## src/c2c_pkg.sv

```systemverilog
`default_nettype none

package c2c_pkg;

  // number of micro-rotations, capped at 32
  localparam int CORDIC_STEPS = 24;
  localparam int STEPS        = (CORDIC_STEPS > 32) ? 32 : CORDIC_STEPS;
  localparam int STEP_W       = (STEPS > 1) ? $clog2(STEPS) : 1;

  // datapath widths: Q16.16 with 8 guard bits, plus growth headroom
  localparam int GUARD = 8;
  localparam int DW    = 42;
  localparam int ZW    = 64;

  localparam logic signed [ZW-1:0] PI_Q60         = 64'sh3243F6A8885A308D;
  localparam logic signed [ZW-1:0] QUARTER_PI_Q60 = 64'sh0C90FDAA22168C23;
  localparam logic signed [31:0]   PI_OUT         = 32'sd1686629713;

  // shift-subtract divide, elaboration only
  function automatic logic [63:0] cdiv64(input logic [63:0] n, input logic [63:0] d);
    logic [64:0] rem;
    logic [63:0] q;
    rem = '0;
    q   = '0;
    for (int b = 63; b >= 0; b--) begin
      rem = {rem[63:0], n[b]};
      if (rem >= {1'b0, d}) begin
        rem  = rem - {1'b0, d};
        q[b] = 1'b1;
      end
    end
    return q;
  endfunction

  // atan(2^-i) in Q60 from the truncated power series, elaboration only
  function automatic logic signed [ZW-1:0] atan_q60(input int i);
    logic signed [ZW-1:0] sum;
    logic [63:0]          term;
    int                   k;
    sum = '0;
    if (i == 0) begin
      return QUARTER_PI_Q60;
    end
    for (k = 0; i * (2 * k + 1) <= 60; k++) begin
      term = cdiv64(64'd1 << (60 - i * (2 * k + 1)), 64'(2 * k + 1));
      if (k[0]) begin
        sum = sum - signed'(term);
      end else begin
        sum = sum + signed'(term);
      end
    end
    return sum;
  endfunction

  // floor(sqrt(prod(1 + 4^-i))) in Q30, elaboration only
  function automatic logic [63:0] gain_root(input int n);
    logic [63:0] p;
    logic [63:0] v;
    logic [63:0] r;
    logic [63:0] bitv;
    p = 64'd1 << 60;
    for (int i = 0; i < n; i++) begin
      p = p + (p >> (2 * i));
    end
    v    = p;
    r    = '0;
    bitv = 64'd1 << 62;
    for (int j = 0; j < 32; j++) begin
      if (bitv > v) begin
        bitv = bitv >> 2;
      end
    end
    for (int j = 0; j < 32; j++) begin
      if (bitv != 0) begin
        if (v >= r + bitv) begin
          v = v - (r + bitv);
          r = (r >> 1) + bitv;
        end else begin
          r = r >> 1;
        end
        bitv = bitv >> 2;
      end
    end
    return r;
  endfunction

  // inverse gain, Q32
  localparam logic [63:0] GAIN_ROOT  = gain_root(STEPS);
  localparam logic [63:0] INV_GAIN_W = (64'd1 << 62) / GAIN_ROOT;
  localparam logic [31:0] INV_GAIN   = INV_GAIN_W[31:0];

  // beat moving down the rotation chain
  typedef struct packed {
    logic signed [DW-1:0] x;
    logic signed [DW-1:0] y;
    logic signed [ZW-1:0] z;
    logic                 y_zero;
    logic                 x_neg;
    logic [31:0]          height;
  } c2c_beat_t;

  // finished result
  typedef struct packed {
    logic [31:0]        radius;
    logic signed [31:0] angle;
    logic [31:0]        height;
  } c2c_res_t;

endpackage

`default_nettype wire

```

## src/c2c_prerot.sv

```systemverilog
`default_nettype none

module c2c_prerot
  import c2c_pkg::*;
(
  input  wire logic               clk,
  input  wire logic               rst_n,
  input  wire logic               up_valid,
  output logic                    up_ready,
  input  wire logic signed [31:0] x_coord,
  input  wire logic signed [31:0] y_coord,
  input  wire logic signed [31:0] z_coord,
  output logic                    dn_valid,
  input  wire logic               dn_ready,
  output c2c_beat_t               dn_beat
);

  logic                 v_r;
  c2c_beat_t            b_r;
  c2c_beat_t            b_nxt;
  logic                 en;
  logic signed [DW-1:0] xg;
  logic signed [DW-1:0] yg;

  assign en       = !v_r || dn_ready;
  assign up_ready = en;
  assign dn_valid = v_r;
  assign dn_beat  = b_r;

  // add guard bits, fold left half-plane onto the right
  always_comb begin
    xg = {{(DW-40){x_coord[31]}}, x_coord, 8'h00};
    yg = {{(DW-40){y_coord[31]}}, y_coord, 8'h00};
    b_nxt.y_zero = (y_coord == 32'sd0);
    b_nxt.x_neg  = x_coord[31];
    b_nxt.height = z_coord;
    if (x_coord[31]) begin
      b_nxt.x = -xg;
      b_nxt.y = -yg;
      b_nxt.z = y_coord[31] ? -PI_Q60 : PI_Q60;
    end else begin
      b_nxt.x = xg;
      b_nxt.y = yg;
      b_nxt.z = '0;
    end
  end

  always_ff @(posedge clk) begin
    if (!rst_n) begin
      v_r <= 1'b0;
    end else if (en) begin
      v_r <= up_valid;
    end
  end

  always_ff @(posedge clk) begin
    if (en && up_valid) begin
      b_r <= b_nxt;
    end
  end

endmodule

`default_nettype wire

```

## config.mk

```make
export PLATFORM = sky130hd
export DESIGN_NAME = c2c_prerot
export DESIGN_NICKNAME = d
export VERILOG_FILES = /design/src/c2c_pkg.sv /design/src/c2c_prerot.sv
export SDC_FILE = /design/constraint.sdc
export NUM_CORES = 1
export LEC_CHECK = 0
export BUFFER_PORTS_ARGS = -buffer_cell sky130_fd_sc_hd__buf_2
export CAP_MARGIN = 20
export CORE_UTILIZATION = 45
export CTS_CLUSTER_DIAMETER = 50
export CTS_CLUSTER_SIZE = 10
export DETAILED_ROUTE_END_ITERATION = 6
export GPL_ROUTABILITY_DRIVEN = 0
export PLACE_DENSITY = 0.87
export SETUP_SLACK_MARGIN = 0.5
export SYNTH_ARGS = -nofsm -noshare
export SYNTH_HDL_FRONTEND = slang
export SYNTH_SLANG_ARGS = --single-unit
export TNS_END_PERCENT = 30
```

## constraint.sdc

```tcl
create_clock -name clk -period 4.4 [get_ports clk]
set_clock_uncertainty 0.15 [all_clocks]
set_input_delay 0 -clock clk [delete_from_list [all_inputs] [get_ports clk]]
set_output_delay 0 -clock clk [all_outputs]
set_load 0.01 [all_outputs]
```

Yosys cells after proc, flatten, opt, wreduce, memory -nomap -nowiden:

Cells that the tools add are included.

* register bits: 183
* input bits: 100
* output and inout port bits: 184
* word-level logic and storage cells: 17

* add/sub/neg operators: 2
* mux-type cells: 2
* reduce and logical (&&, ||, !) cells: 4

Operators by type and width (number)
* $mux 145: 1
* $neg 40->42: 2
* $mux 64: 1
* $logic_not 32->1: 1
* $logic_and 1x1->1: 1
* $logic_not 1->1: 1
* $logic_or 1x1->1: 1

Depth between registers and ports, before layout:

Gate-level depths: netlist of the first run.

* word-level depth: 3
* depth in mapped cells: 6
* gate-level depth less buffers: 6

Least setup slack after synthesis of the first run:

Ideal clock, no wire load.

* path type: flip-flop to flip-flop
* from: register v_r, in the netlist dn_valid
* to: register b_r, in the netlist dn_beat[0] (enable)
* library setup time: 0.476 ns
* arrival: 2.944 ns
* required time: 3.774 ns
* path slack: 0.830 ns
* stages on the path, launching flop included: 3
* buffers on the path: 0
* clock period less this slack: 3.570 ns
* path through: dfxtp_1 > nand2b_1 > and2_1

* word-level cells in the longest chain between the ends: 3

Ends and longest elaborated chain
* start: declaration: RTL line c2c_prerot.sv:18 `logic v_r;`
* start signal: assignment: RTL line c2c_prerot.sv:52 `v_r <= up_valid;`
* $logic_not 1->1: RTL line c2c_prerot.sv:25 `assign en = !v_r || dn_ready;`
* $logic_or 1x1->1: RTL line c2c_prerot.sv:25
* net up_ready: RTL line c2c_prerot.sv:9 `output logic up_ready,`
* $logic_and 1x1->1: RTL line c2c_prerot.sv:57 `if (en && up_valid) begin`
* end signal: assignment: RTL line c2c_prerot.sv:58 `b_r <= b_nxt;`
* end: declaration: RTL line c2c_prerot.sv:19 `c2c_beat_t b_r;`

The timed path passes the listed nets, and every way through them passes these cells.
A chain may end at the register's enable or synchronous reset.

==> flow_summary.json, run 1 <==
{
  "io_pins": 284,
  "cap_violations": 0,
  "post_cts_resized": 0,
  "syn_to_final_growth_pct": 47.9,
  "via_count": 4432,
  "final_common_cell": "buf_2",
  "hold_violations": 0,
  "rsz0062_at_grt": "false",
  "fin_tns_setup_ns": 0,
  "p_leak_nw": 3.24,
  "grt_max_degree": 78,
  "postCtsHoldBufs": 123,
  "syn_area_mm2": 0.00528,
  "layout_common_cells": "267 x buf_2, 123 x dlygate4sd3_1, 105 x edfxtp_1",
  "synth_top_area_cell": "edfxtp_1",
  "antenna_found_initial": 0,
  "port_buffers": 267,
  "total_power_mw": 2.53,
  "end_kind": "flip-flop",
  "period_needed_ns": 2.99,
  "die_w_um": 110,
  "cts.sinks": 106,
  "rows": 39,
  "nets": 829,
  "start_kind": "input port",
  "filler_cell_count": 795,
  "ctsRootBufferMaster": "clkbuf_16",
  "whs_path_depth": 1,
  "grt_pass1_wl_um": 21300,
  "viasPerCell": 5.07,
  "yosysSeqAreaShare": 0.601,
  "drc": 0,
  "timing.fmax_mhz": 334,
  "postSynthAreaPerCell_um2": 13.5,
  "core-area_mm2": 0.0114,
  "hold_class": "in2reg",
  "setup_viol": 0,
  "dp_hpwl_um": 9230,
  "ys_warn_count": 0,
  "ys_types": 36,
  "clkTransAtPathRegs_ns": 0.08,
  "outcome": "finished clean",
  "routedWlPerCell_um": 17.2,
  "htreeDepth": 3,
  "synth_top_area_share": 0.597,
  "ctsLongestPathBuffers": 2,
  "cp_max_fo": 12,
  "drtIter0Drc": 291,
  "diodes": 0,
  "detail-route-antenna-nets": 0,
  "drtPass1Iterations": 4,
  "timing.final.crit_share": 0.680,
  "routed_wl_um": 15000,
  "worst-slew-pin-transition_ns": 0.997,
  "yosys-top-cells-area": "edfxtp_1 60%, buf_4 11%, xnor2_1 9.8%",
  "slew_headroom": 0.335,
  "worstSetupPathType": "in2reg",
  "worstPathRequired_ns": 4.35,
  "clkLatencyLatePin_ns": 0.34,
  "worstPathArrival_ns": 2.94,
  "fp.dieArea_mm2": 0.0122,
  "p_per_area_mw_per_mm2": 323,
  "cts_tree": "yes",
  "synthCells": 392,
  "post_cts_buffers": 0,
  "cts_made_buffers": 9,
  "die_h_um": 110,
  "synth_seq_cells": 106,
  "overflow": 0,
  "reg2reg_depth": 3,
  "grt_pass1_vias": 4217,
  "maxSlewViolCount": 0,
  "vdd_drop_max_mv": 0.203,
  "start_util": 0.462,
  "layout-drive-gt1-share": 0.422,
  "track_usage": 0.241
}
-- where the power goes --
group | internal, mW | switching [mW]
combinational | 0.244 | 0.245
clock | 0.405 | 0.397
sequential | 1.20 | 0.0317
total | 1.85 | 0.673
-- synthesized netlist by cell type --
| master | count |
|---|---|
| nand4_2 | 2 |
| or3_2 | 1 |
| or2_2 | 2 |
| nand3_1 | 7 |
| conb_1 | 1 |
| or3_1 | 1 |
| nor2_1 | 7 |
| o31ai_4 | 1 |
| inv_1 | 8 |
| nor4_2 | 5 |
| o21ai_0 | 16 |
| nand2b_1 | 7 |
| and2_1 | 2 |
| nand2_1 | 23 |
| nor4_1 | 3 |
| dfxtp_1 | 1 |
| edfxtp_1 | 105 |
| nand4_1 | 2 |
| clkbuf_1 | 6 |
| or4_1 | 1 |
| or3_4 | 1 |
| or4_4 | 1 |
| o31ai_1 | 20 |
| xnor2_1 | 59 |
| ha_1 | 2 |
| a21boi_0 | 1 |
| nor3_1 | 8 |
| buf_1 | 1 |
| nor2b_1 | 2 |
| o41ai_1 | 8 |
| buf_4 | 77 |
| nand4b_2 | 1 |
| buf_2 | 1 |
| nor3_2 | 1 |
| o41ai_2 | 7 |
| nor4_4 | 1 |
-- metal layers --
metal	part of all wire	wire length, um	global-route usage
met3	0.063	952	0.0429
met1	0.35	5220	0.258
met5	0	0	0
met2	0.55	8230	0.447
met4	0.040	599	0.133
-- metrics by stage --
step	util	hold slack [ns]	instance area (um^2)	cells	setup WS (ns)
after detailed placement	0.548	0.0281	6260	735	2.19
after floorplan	-	-0.0511	5340	409	0.830
after CTS	0.682	0.177	7790	874	1.53
after global routing	0.684	0.0770	7810	875	1.24
final	0.684	0.0808	7810	875	1.41
after global placement	0.548	0.0276	6260	735	2.25
-- kinds of logic after synthesis --
logic type | after synthesis | synth area share
AO/OA/AOI/OAI | 53 | 0.0839
XOR/XNOR | 59 | 0.0979
adder cells (fa/ha/maj) | 2 | 0.00474
other | 1 | 0.000710
buffers and inverters | 93 | 0.121
flip-flops | 106 | 0.601
AND/OR/NAND/NOR | 78 | 0.0905
-- worst max-delay path, cell delays in order --
cell and delay [ns]:
dlygate4sd3_1 0.54, buf_2 0.16, nor4_2 0.45, nand4_1 0.54, o41ai_1 0.59, xnor2_1 0.10, dlygate4sd3_1 0.56
-- area by class of cell --
cell class / instances / area, um^2 / share of cell area
clock buffer: 9 / 225 / 0.0288
clock inverter: 7 / 73.8 / 0.00945
inverter: 8 / 30.0 / 0.00385
multi-input combinational: 210 / 1530 / 0.196
sequential: 106 / 3170 / 0.406
tap: 143 / 179 / 0.0229
timing repair buffer: 392 / 2590 / 0.332
-- registers in the layout, summed over array words and instances, names as in the netlist --
register / count
dn_valid: 1
dn_beat: 105
-- path summary, 6_finish.rpt --
kind	start	end	slack [ns]
setup / recovery	x_coord[7]	dn_beat[170]	1.41
hold / removal	x_coord[31]	dn_beat[32]	0.08
setup reg to reg	dn_valid	dn_beat[33]	2.15
hold reg to reg	dn_valid	dn_valid	0.94
Note: power is estimated with default switching activity, not from simulation.
==> inputs of run 2 (changes only) <==
==> constraint.sdc (replaced) <==
create_clock -name clk -period 2.91 [get_ports clk]
set_clock_uncertainty 0.15 [all_clocks]
set_input_delay 0 -clock clk [delete_from_list [all_inputs] [get_ports clk]]
set_output_delay 0 -clock clk [all_outputs]
set_load 0.01 [all_outputs]
==> flow_summary.json, run 2 (synthesized netlist as in run 1, its figures left out) <==
{
  "reg2reg_slack_ns": 1.15,
  "dp_hpwl_um": 8970,
  "cp_max_fo": 7,
  "ctsRootBufferMaster": "clkbuf_16",
  "antenna_found_initial": 0,
  "largest_reg_flops": 105,
  "drtIter0Drc": 344,
  "rows": 39,
  "ctsLongestPathBuffers": 2,
  "worst-slew-pin-transition_ns": 0.787,
  "cap_violations": 0,
  "combinationalPowerShare": 0.188,
  "htreeDepth": 3,
  "hold_class": "in2reg",
  "track_usage": 0.235,
  "finalNonFillerCells": 868,
  "grt_pass1_vias": 4108,
  "post-place-ws_ns": 0.761,
  "vdd_drop_max_mv": 0.327,
  "cts.sinks": 106,
  "grt_max_degree": 41,
  "diodes": 0,
  "p_leak_nw": 3.22,
  "total_power_mw": 3.83,
  "layout-drive-gt1-share": 0.437,
  "worstPathArrival_ns": 2.46,
  "switchingPower_mw": 1.04,
  "maxSlewViolCount": 0,
  "hold_path.startpoint": "x_coord[3]",
  "worstPathRequired_ns": 2.86,
  "drtPass1Iterations": 5,
  "start_kind": "input port",
  "via_count": 4371,
  "holdPathEnd": "dn_beat[152]",
  "outcome": "finished clean",
  "power.share.clock": 0.327,
  "timing.rr.end": "dn_beat[113]",
  "swShare": 0.271,
  "internal_power_mw": 2.79,
  "fp.dieArea_mm2": 0.0122,
  "whs_path_depth": 5,
  "clkTransAtPathRegs_ns": 0.09,
  "routed_wl_um": 14900,
  "syn_to_final_growth_pct": 47.1,
  "layout_common_cells": "267 x buf_2, 110 x dlygate4sd3_1, 105 x edfxtp_1",
  "cts_made_buffers": 9,
  "fin_tns_setup_ns": 0,
  "reg2reg_depth": 3,
  "die_w_um": 110,
  "period_needed_ns": 2.51,
  "slew_headroom": 0.475,
  "detail-route-antenna-nets": 0,
  "timing.fmax_mhz": 399,
  "dp.cells": 737,
  "overflow": 0,
  "final_common_cell": "buf_2",
  "setup_viol": 0,
  "cts_tree": "yes",
  "end_kind": "flip-flop",
  "r2r-start": "dn_valid",
  "drc": 0,
  "nets": 822,
  "p_per_area_mw_per_mm2": 494,
  "seqPwrFrac": 0.485,
  "grt_pass1_wl_um": 21200,
  "io_pins": 284,
  "die_h_um": 110,
  "port_buffers": 267,
  "timing.final.crit_share": 0.862,
  "clkLatencyLatePin_ns": 0.33,
  "start_util": 0.462,
  "rsz0062_at_grt": "true",
  "viasPerCell": 5.04,
  "core-area_mm2": 0.0114,
  "routedWlPerCell_um": 17.2,
  "worstSetupPathType": "in2reg",
  "final_util": 0.680,
  "hold_violations": 0,
  "worst_slack_ns": 0.402
}
-- run 2: what timing repair did --
item                                    in CTS  in global routing
buffers inserted                             0                  5
hold endpoints to repair                   102                  0
hold buffers                               110                  0
endpoints found under the setup margin       0                 12
resized for setup                            0                  3
-- run 2: final cells by class --
| type | instances | area, um^2 |
|---|---|---|
| Clock buffer | 9 | 225 |
| Tap cell | 143 | 179 |
| Multi-Input combinational cell | 210 | 1550 |
| Timing Repair Buffer | 385 | 2520 |
| Fill cell | 783 | 3650 |
| Clock inverter | 7 | 83.8 |
| Inverter | 8 | 30.0 |
| Sequential cell | 106 | 3170 |
-- run 2: power by group through the flow --
stage               logic [mW]  registers, mW  clock network [mW]
global route             0.781           1.87                1.32
CTS                      0.701           1.86                1.25
floorplan                0.296           1.95                   0
detailed placement       0.572           1.89                   0
global placement         0.556           1.89                   0
finish                   0.721           1.86                1.25
-- run 2: how the worst max path moves through the flow --
stage	slack [ns]	startpoint	end	depth (start not counted)
after floorplan	0.51	dn_valid	dn_beat[0]	2
after global placement	0.85	x_coord[11]	dn_beat[170]	5
after detailed placement	0.76	x_coord[11]	dn_beat[174]	5
after CTS	0.52	x_coord[7]	dn_beat[165]	7
after global routing	0.35	y_coord[1]	dn_beat[116]	9
final	0.40	x_coord[2]	dn_beat[156]	7
-- run 2: routing by layer --
metal	track usage	part of all wire	wire length [um]	vias to the layer above
met3	0.0517	0.077	1150	56
met5	0	0	0	-
met2	0.425	0.55	8160	301
met1	0.259	0.34	5060	2015
li1	-	-	-	1999
met4	0.116	0.039	578	0
-- run 2: worst max-delay path, stage by stage --
cell           delay, ns
dlygate4sd3_1       0.55
buf_2               0.16
nor3_2              0.36
nand2_1             0.29
o41ai_1             0.38
xnor2_1             0.14
dlygate4sd3_1       0.57
-- run 2: metrics by stage --
stage,hold slack (ns),area [um^2]
global placement,0.0269,6300
global route,0.0936,7760
floorplan,-0.0511,5340
CTS,0.000181,7710
detailed placement,0.0281,6300
finish,0.0252,7760
